### src/rtl/emlchk_pkg.sv
// Shared types and codes for the email address syntax checker.
// Depends on nothing; used by emlchk_verdict and the top level.
package emlchk_pkg;

  // Sticky flags kept for one part of the address (user or domain).
  typedef struct packed {
    logic nonempty;
    logic dbl_dot;
    logic trail_dot;
    logic lead_dot;
    logic has_dot;
    logic illegal;
  } part_flags_t;

  // Error codes, in priority order.
  localparam logic [3:0] ERR_NONE          = 4'd0;
  localparam logic [3:0] ERR_MANY_AT       = 4'd1;
  localparam logic [3:0] ERR_NO_AT         = 4'd2;
  localparam logic [3:0] ERR_EMPTY_PART    = 4'd3;
  localparam logic [3:0] ERR_USER_CHAR     = 4'd4;
  localparam logic [3:0] ERR_USER_NO_DOT   = 4'd5;
  localparam logic [3:0] ERR_DOMAIN_CHAR   = 4'd6;
  localparam logic [3:0] ERR_DOMAIN_NO_DOT = 4'd7;
  localparam logic [3:0] ERR_USER_LEAD     = 4'd8;
  localparam logic [3:0] ERR_USER_TRAIL    = 4'd9;
  localparam logic [3:0] ERR_USER_DOUBLE   = 4'd10;
  localparam logic [3:0] ERR_DOMAIN_LEAD   = 4'd11;
  localparam logic [3:0] ERR_DOMAIN_TRAIL  = 4'd12;
  localparam logic [3:0] ERR_DOMAIN_DOUBLE = 4'd13;

endpackage

### src/rtl/emlchk_verdict.sv
// Priority encoder that turns the sticky part flags into an error code.
// Depends on emlchk_pkg (part_flags_t, error codes).
module emlchk_verdict (
  input  logic [1:0]               at_sign_count,
  input  emlchk_pkg::part_flags_t  user_flags,
  input  emlchk_pkg::part_flags_t  domain_flags,
  output logic [3:0]               error_code
);

  // First failing check wins
  always_comb begin
    priority if (at_sign_count >= 2'd2) begin
      error_code = emlchk_pkg::ERR_MANY_AT;
    end else if (at_sign_count == 2'd0) begin
      error_code = emlchk_pkg::ERR_NO_AT;
    end else if (!user_flags.nonempty || !domain_flags.nonempty) begin
      error_code = emlchk_pkg::ERR_EMPTY_PART;
    end else if (user_flags.illegal) begin
      error_code = emlchk_pkg::ERR_USER_CHAR;
    end else if (!user_flags.has_dot) begin
      error_code = emlchk_pkg::ERR_USER_NO_DOT;
    end else if (domain_flags.illegal) begin
      error_code = emlchk_pkg::ERR_DOMAIN_CHAR;
    end else if (!domain_flags.has_dot) begin
      error_code = emlchk_pkg::ERR_DOMAIN_NO_DOT;
    end else if (user_flags.lead_dot) begin
      error_code = emlchk_pkg::ERR_USER_LEAD;
    end else if (user_flags.trail_dot) begin
      error_code = emlchk_pkg::ERR_USER_TRAIL;
    end else if (user_flags.dbl_dot) begin
      error_code = emlchk_pkg::ERR_USER_DOUBLE;
    end else if (domain_flags.lead_dot) begin
      error_code = emlchk_pkg::ERR_DOMAIN_LEAD;
    end else if (domain_flags.trail_dot) begin
      error_code = emlchk_pkg::ERR_DOMAIN_TRAIL;
    end else if (domain_flags.dbl_dot) begin
      error_code = emlchk_pkg::ERR_DOMAIN_DOUBLE;
    end else begin
      error_code = emlchk_pkg::ERR_NONE;
    end
  end

endmodule

### config.mk
export PLATFORM = sky130hd
export DESIGN_NAME = emlchk_verdict
export DESIGN_NICKNAME = d
export VERILOG_FILES = /design/src/rtl/emlchk_pkg.sv /design/src/rtl/emlchk_verdict.sv
export SDC_FILE = /design/constraint.sdc
export NUM_CORES = 1
export LEC_CHECK = 0
export ABC_AREA = 1
export BUFFER_PORTS_ARGS = -buffer_cell sky130_fd_sc_hd__buf_4
export CORE_AREA = 4 4 41 43
export DETAILED_ROUTE_END_ITERATION = 10
export DIE_AREA = 0 0 45 47
export SYNTH_ARGS = -nofsm -noshare
export SYNTH_HDL_FRONTEND = slang
export SYNTH_SLANG_ARGS = --single-unit
### constraint.sdc
create_clock -name vclk -period 0.8
set_input_delay 0 -clock vclk [all_inputs]
set_output_delay 0 -clock vclk [all_outputs]
set_load 0.1 [all_outputs]
# --- Word level (Yosys, flattened, before mapping) ---
# Cells that the tools add are included.
op_classes:
  magnitude_cmp: 1
  n_mux: 13
  n_reduce_logical: 4
op_table:
  columns: ["op", "count"]
  rows:
  - ["two-way mux 4 bit", 13]
  - ["greater-or-equal comparator 2 bit (second input constant)", 1]
  - ["logical NOT 1 bit", 2]
  - ["logical NOT 2 bit", 1]
  - ["logical OR 1 bit", 1]
totals:
  regBits: 0
  input_bits: 14
  output_inout_bits: 4

# --- Longest topological paths before layout ---
# Gate-level depths: netlist of the first run.
depth:
  depth_word: 13
  mapped_depth: 11
  mapped_depth_nobuf: 11

# --- Worst setup path before layout of the first run ---
# OpenSTA, ideal clock, no wires.
synth_timing:
  kind: "input -> output"
  start: "input port user_flags[5] (netlist name)"
  end: "output port error_code[3]"
  arrival_ns: 2.471
  required_ns: 0.800
  path_slack_ns: -1.671
  path_stages: 4
  cell_sequence: "nand2_1 nor2_1 nand2_1 a211oi_1"
synth_between:
  elab_chain_cells: 5
synth_lines:
  columns: ["element", "line", "source"]
  rows:
  - ["start: declaration", "emlchk_verdict.sv:5", "input emlchk_pkg::part_flags_t user_flags,"]
  - ["logical NOT 1 bit", "emlchk_verdict.sv:16", "end else if (!user_flags.nonempty || !domain_flags.nonempty) begin"]
  - ["logical OR 1 bit", "emlchk_verdict.sv:16", null]
  - ["two-way mux 4 bit", "emlchk_verdict.sv:16", null]
  - ["two-way mux 4 bit", "emlchk_verdict.sv:14", "end else if (at_sign_count == 2'd0) begin"]
  - ["two-way mux 4 bit", "emlchk_verdict.sv:12", "priority if (at_sign_count >= 2'd2) begin"]
  - ["end: declaration", "emlchk_verdict.sv:7", "output logic [3:0] error_code"]
# Every way passes these cells.

# --- Final worst setup path of the first run ---
layout_timing:
  start: "input port domain_flags[3] (netlist name)"
  end: "output port error_code[0]"
layout_between:
  elab_chain_cells: 12
layout_lines:
  columns: ["element", "line", "source"]
  rows:
  - ["start: declaration", "emlchk_verdict.sv:6", "input emlchk_pkg::part_flags_t domain_flags,"]
  - ["two-way mux 4 bit", "emlchk_verdict.sv:34", "end else if (domain_flags.trail_dot) begin"]
  - ["two-way mux 4 bit", "emlchk_verdict.sv:32", "end else if (domain_flags.lead_dot) begin"]
  - ["two-way mux 4 bit", "emlchk_verdict.sv:30", "end else if (user_flags.dbl_dot) begin"]
  - ["two-way mux 4 bit", "emlchk_verdict.sv:28", "end else if (user_flags.trail_dot) begin"]
  - ["two-way mux 4 bit", "emlchk_verdict.sv:26", "end else if (user_flags.lead_dot) begin"]
  - ["two-way mux 4 bit", "emlchk_verdict.sv:24", "end else if (!domain_flags.has_dot) begin"]
  - ["two-way mux 4 bit", "emlchk_verdict.sv:22", "end else if (domain_flags.illegal) begin"]
  - ["two-way mux 4 bit", "emlchk_verdict.sv:20", "end else if (!user_flags.has_dot) begin"]
  - ["two-way mux 4 bit", "emlchk_verdict.sv:18", "end else if (user_flags.illegal) begin"]
  - ["two-way mux 4 bit", "emlchk_verdict.sv:16", null]
  - ["two-way mux 4 bit", "emlchk_verdict.sv:14", null]
  - ["two-way mux 4 bit", "emlchk_verdict.sv:12", null]
# Every way passes these cells.

==> run_results.csv, run 1 <==
group,metric,value,unit
global_routing,grt.total_usage,0.0733,
floorplanning,die_w,45,um
timing,tightest_slew,0.230,ns
job,cap_violations,0,
final_layout,final_area,564,um2
critical_path,worstPathMaxFanout,2,
global_routing,grt_antenna_before_repair,0,
drt,drt_iter0_drc,0,
global_routing,grt.overflow.total,0,
timing,min_period,0.964,ns
timing,final-hold-violation-count,0,
final_layout,nFillCells,133,
timing,timing.fmax,1040,MHz
final_layout,seqCellArea,0,um2
status,status,"finished, violations left",
global_routing,grt_max_degree,5,
floorplanning,io_pins,18,
final_layout,clock_buffers,0,
floorplanning,dieHeight,47,um
placement,dpl_cell_area,479,um2
final_layout,fin_util,0.434,
drt,routed_wl,739,um
synth,yosysWarnings,0,
timing,relSlewSlack,0.846,
timing,setup_slack,-0.164,ns
synth,synthesis.area,155,um2
critical_path,startpoint,"domain_flags[3]",
pwr,p_switching,177,uW
synth,synth_top_cell_by_area,"nand2_1",
critical_path,start_kind,"input port",
critical_path,worst-setup-path-type,"input port to output pin",
timing,timing.hold.ws,0.414,ns
global_routing,grt_pass1_wl,1180,um
synth,synth.area.top_cells,"nand2_1 (27%), inv_1 (24%), nor2_1 (12%)",
final_layout,layout_common_cells,"buf_4 (16), nand2_1 (8), inv_1 (5)",
cts,cts_setup_buffers,0,
pwr,peakVddDrop,206,uV
synth,synth_cell_type_count,10,
pwr,seq_power_share,0,
pwr,powerDensity,589,nW/um2
drt,drt_pass1_iterations,1,
critical_path,crit_arrival,0.96,ns
pwr,p_clk_frac,0,
final_layout,antenna_cells,0,
drt,via_count,304,
final_layout,final_common_cell,"buf_4",
timing,drv_slew,0,
pwr,switching_share,0.531,
synth,syn-num-nets,50,
final_layout,area_growth,264,%
synth,synthCells,36,
pwr,leakage,0.000283,uW
hold_path,holdCritStartpoint,"user_flags[2]",
placement,hpwl,608,um
final_layout,stdcell_count,77,
floorplanning,start_util,0.119,
placement,place_congestion,0.596,
synth,netlist.area_leader.share,0.266,
floorplanning,die-area,2120,um2
status,violations,"setup timing",
critical_path,cpMaxStageDelayCell,"buf_12",
drt,ant_nets,0,
placement,io_buffers,18,
pwr,intPower,156,uW
critical_path,crit_path_end_kind,"output pin",
critical_path,path_common_cell,"nand2_1",
synth,syn_avg_cell_area,4.31,um2
floorplanning,core,1300,um2
final_layout,seq_cells,0,
final_layout,final_nets,78,
timing,setup_viol,3,
critical_path,crit_required,0.80,ns
timing,rsz0062_at_grt,"true",
global_routing,grt_pass1_vias,296,
final_layout,drive_above_1_share,0.742,
drt,vias_per_cell,3.95,
floorplanning,row_count,13,
placement,pre_cts_slack,-0.231,ns
critical_path,path_cells,"buf_4 -> inv_1 -> nand2_1 -> nand2_1 -> nand2_1 -> nand2_1 -> nand2_1 -> nand2_1 -> nand2_1 -> nand2_1 -> nand2_2 -> a21oi_4 -> buf_12",
drt,routedWlPerCell,9.60,um
critical_path,crit_path_max_incr_delay,0.19,ns
drt,drc,0,
cts,hold_buffers,0,
timing,timing.final.crit_share,1.20,
pwr,comb_power_share,1.000,
placement,place_inst,77,
hold_path,min_path_type,"input port to output pin",
critical_path,cpLargestDelayFamily,"simple AND/OR/NAND/NOR gates",
synth,seq_area_frac_synth,0,
critical_path,path_buf_inv,3,
==> power by group through the flow <==
stage	Clock [uW]	Combinational (uW)	Sequential (uW)
floorplan	0	156	0
global placement	0	278	0
detailed placement	0	282	0
CTS	0	326	0
global route	0	352	0
finish	0	333	0
==> cells in the mapped netlist <==
library cell	number
nor2_1	5
nand3_1	3
o21ai_0	1
a21oi_2	1
a211oi_1	1
a21oi_1	2
nand2_1	11
nor3_1	1
inv_1	10
nand4_1	1
==> through the flow <==
stage	TNS, ns	power [uW]
after detailed placement	-0.624	282
after global routing	-0.486	352
after global placement	-0.575	278
after floorplan	-0.814	156
after CTS	-0.267	326
final	-0.241	333
==> worst paths after layout <==
check | to | cells past startpoint
worst min-delay path | error_code[2] | 5
worst max-delay path | error_code[0] | 13
==> area by class of cell <==
type	instances	area (um2)	area share
repair buffers	26	275	0.488
inverters	10	40.0	0.0710
well taps	15	18.8	0.0333
multi-input cells	26	230	0.408
==> metal layers <==
layer,routed length (um),GRT usage,vias to the layer above
met2,423,0.153,9
met1,255,0.0835,133
met3,60,0.00766,0
li1,-,-,162
met4,0,0,0
met5,0,0,-
==> kinds of logic after synthesis <==
group                  count (synthesis)  synth area share
and+or+nand+nor                       21             0.556
buffers and inverters                 10             0.242
AOI/OAI and AO/OA                      5             0.202
==> what timing repair did <==
| action | in CTS | in global routing |
|---|---|---|
| resized for setup | 21 | 5 |
| setup endpoints to repair | 4 | 4 |
| pin swaps | 8 | 7 |
Note: power is estimated with default switching activity, not from simulation.
==> run 2, diff against run 1 <==
Settings changed: SETUP_SLACK_MARGIN set to 0.15.
Clock period 0.8 ns to 0.86 ns, I/O delays scaled along.
==> run 2 against run 1 <==
Against the previous run:
- highest routed layer unchanged
- power shrank 5.9%
- worst hold slack gained 0.0072 ns
- sequential cell count is the same
- the run still ends with setup timing left
- final area grew 2.7%
==> run_results.csv, run 2 (synthesis results as in run 1) <==
group,metric,value,unit
critical_path,cpMaxStageDelayCell,"buf_12",
floorplanning,die_w,45,um
drt,drt_pass1_iterations,2,
pwr,peakVddDrop,224,uV
placement,pre_cts_slack,-0.162,ns
global_routing,grt_max_degree,5,
pwr,powerDensity,540,nW/um2
timing,final-hold-violation-count,0,
timing,tightest_slew,0.230,ns
critical_path,crit_cells,13,
placement,hpwl,573,um
drt,routed_wl,719,um
final_layout,final_nets,80,
drt,drt_iter0_drc,2,
critical_path,endpoint,"error_code[0]",
timing,drv_slew,0,
timing,setup_viol,1,
floorplanning,dieHeight,47,um
global_routing,grt_pass1_wl,1210,um
drt,drc,0,
placement,place_congestion,0.593,
hold_path,min_path_type,"input port to output pin",
pwr,leakage,0.000292,uW
critical_path,crit_required,0.86,ns
global_routing,grt.overflow.total,0,
timing,setup_slack,-0.0433,ns
final_layout,seqCellArea,0,um2
final_layout,layout_common_cells,"buf_4 (17), nand2_1 (8), buf_6 (6)",
placement,io_buffers,18,
critical_path,crit_path_end_kind,"output pin",
final_layout,clock_buffers,0,
critical_path,crit_path_max_incr_delay,0.19,ns
hold_path,holdCritStartpoint,"at_sign_count[1]",
timing,timing.final.crit_share,1.05,
status,status,"finished, violations left",
drt,routedWlPerCell,9.10,um
timing,relSlewSlack,0.846,
floorplanning,row_count,13,
final_layout,nFillCells,144,
placement,dpl_cell_area,472,um2
final_layout,antenna_cells,0,
final_layout,area_growth,273,%
cts,hold_buffers,0,
status,violations,"setup timing",
critical_path,path_cells,"buf_6 -> inv_2 -> nand2_1 -> nand2_1 -> nand2_1 -> nand2_1 -> nand2_1 -> nand2_1 -> nand2_1 -> nand2_1 -> nand2_2 -> a21oi_4 -> buf_12",
critical_path,start_kind,"input port",
critical_path,crit_arrival,0.90,ns
critical_path,path_common_cell,"nand2_1",
job,cap_violations,0,
global_routing,grt_pass1_vias,299,
pwr,power,313,uW
floorplanning,start_util,0.119,
global_routing,grt_antenna_before_repair,0,
critical_path,worst-setup-path-type,"input port to output pin",
timing,rsz0062_at_grt,"true",
drt,vias_per_cell,3.78,
critical_path,path_buf_inv,3,
final_layout,seq_cells,0,
final_layout,final_common_cell,"buf_4",
critical_path,cpLargestDelayFamily,"simple AND/OR/NAND/NOR gates",
floorplanning,io_pins,18,
critical_path,worstPathMaxFanout,2,
timing,timing.fmax,1110,MHz
final_layout,final_area,579,um2
critical_path,startpoint,"domain_flags[3]",
drt,ant_nets,0,
final_layout,drive_above_1_share,0.750,
floorplanning,core,1300,um2
timing,min_period,0.903,ns
global_routing,grt.total_usage,0.0732,
drt,via_count,299,
floorplanning,die-area,2120,um2
-- run 2: cell count changes in the layout (fill, tap and decap cells not counted) --
cell / before / now
buf_6: 4 / 6
buf_4: 16 / 17
buf_8: 2 / 1
-- run 2: layer usage --
| layer | global-route usage | up-vias | part of all wire |
|---|---|---|---|
| li1 | - | 165 | - |
| met1 | 0.0878 | 125 | 0.36 |
| met2 | 0.147 | 9 | 0.56 |
| met3 | 0.00766 | 0 | 0.078 |
| met4 | 0 | 0 | 0 |
| met5 | 0 | - | 0 |
-- run 2: repair_timing --
action / 4_1_cts / 5_1_grt
gates cloned: 0 / 0
setup buffers: 1 / 2
resized for setup: 24 / 2
pin swaps: 9 / 4
endpoints found under the setup margin: 4 / 4
-- run 2: final cells by class --
class / instances / area, um2 / area share
multi-input combinational: 26 / 230 / 0.397
inverter: 10 / 40.0 / 0.0691
tap: 15 / 18.8 / 0.0324
timing repair buffer: 28 / 290 / 0.501
-- run 2: stage by stage --
| step | hold slack, ns | TNS, ns | util | cells |
|---|---|---|---|---|
| 2_1_floorplan | 0.0938 | -0.574 | - | 36 |
| 3_3_place_gp | 0.471 | -0.334 | 0.363 | 76 |
| 3_5_place_dp | 0.471 | -0.331 | 0.363 | 76 |
| 4_1_cts | 0.415 | -0.119 | 0.431 | 77 |
| 5_1_grt | 0.446 | -0.193 | 0.445 | 79 |
| 6_report | 0.421 | -0.0433 | 0.445 | 79 |
-- run 2: how the worst min path moves through the flow --
stage               depth (start not counted)  slack (ns)             to
floorplan                                   1        0.09  error_code[1]
global placement                            4        0.47  error_code[1]
finish                                      4        0.42  error_code[1]
CTS                                         4        0.42  error_code[1]
global route                                5        0.45  error_code[2]
detailed placement                          4        0.47  error_code[1]
-- run 2: report_power, final --
part	switching, uW	leakage (uW)	internal [uW]	total (uW)
combinational	165	0.000292	148	313
clock	0	0	0	0
sequential	0	0	0	0
total	165	0.000292	148	313
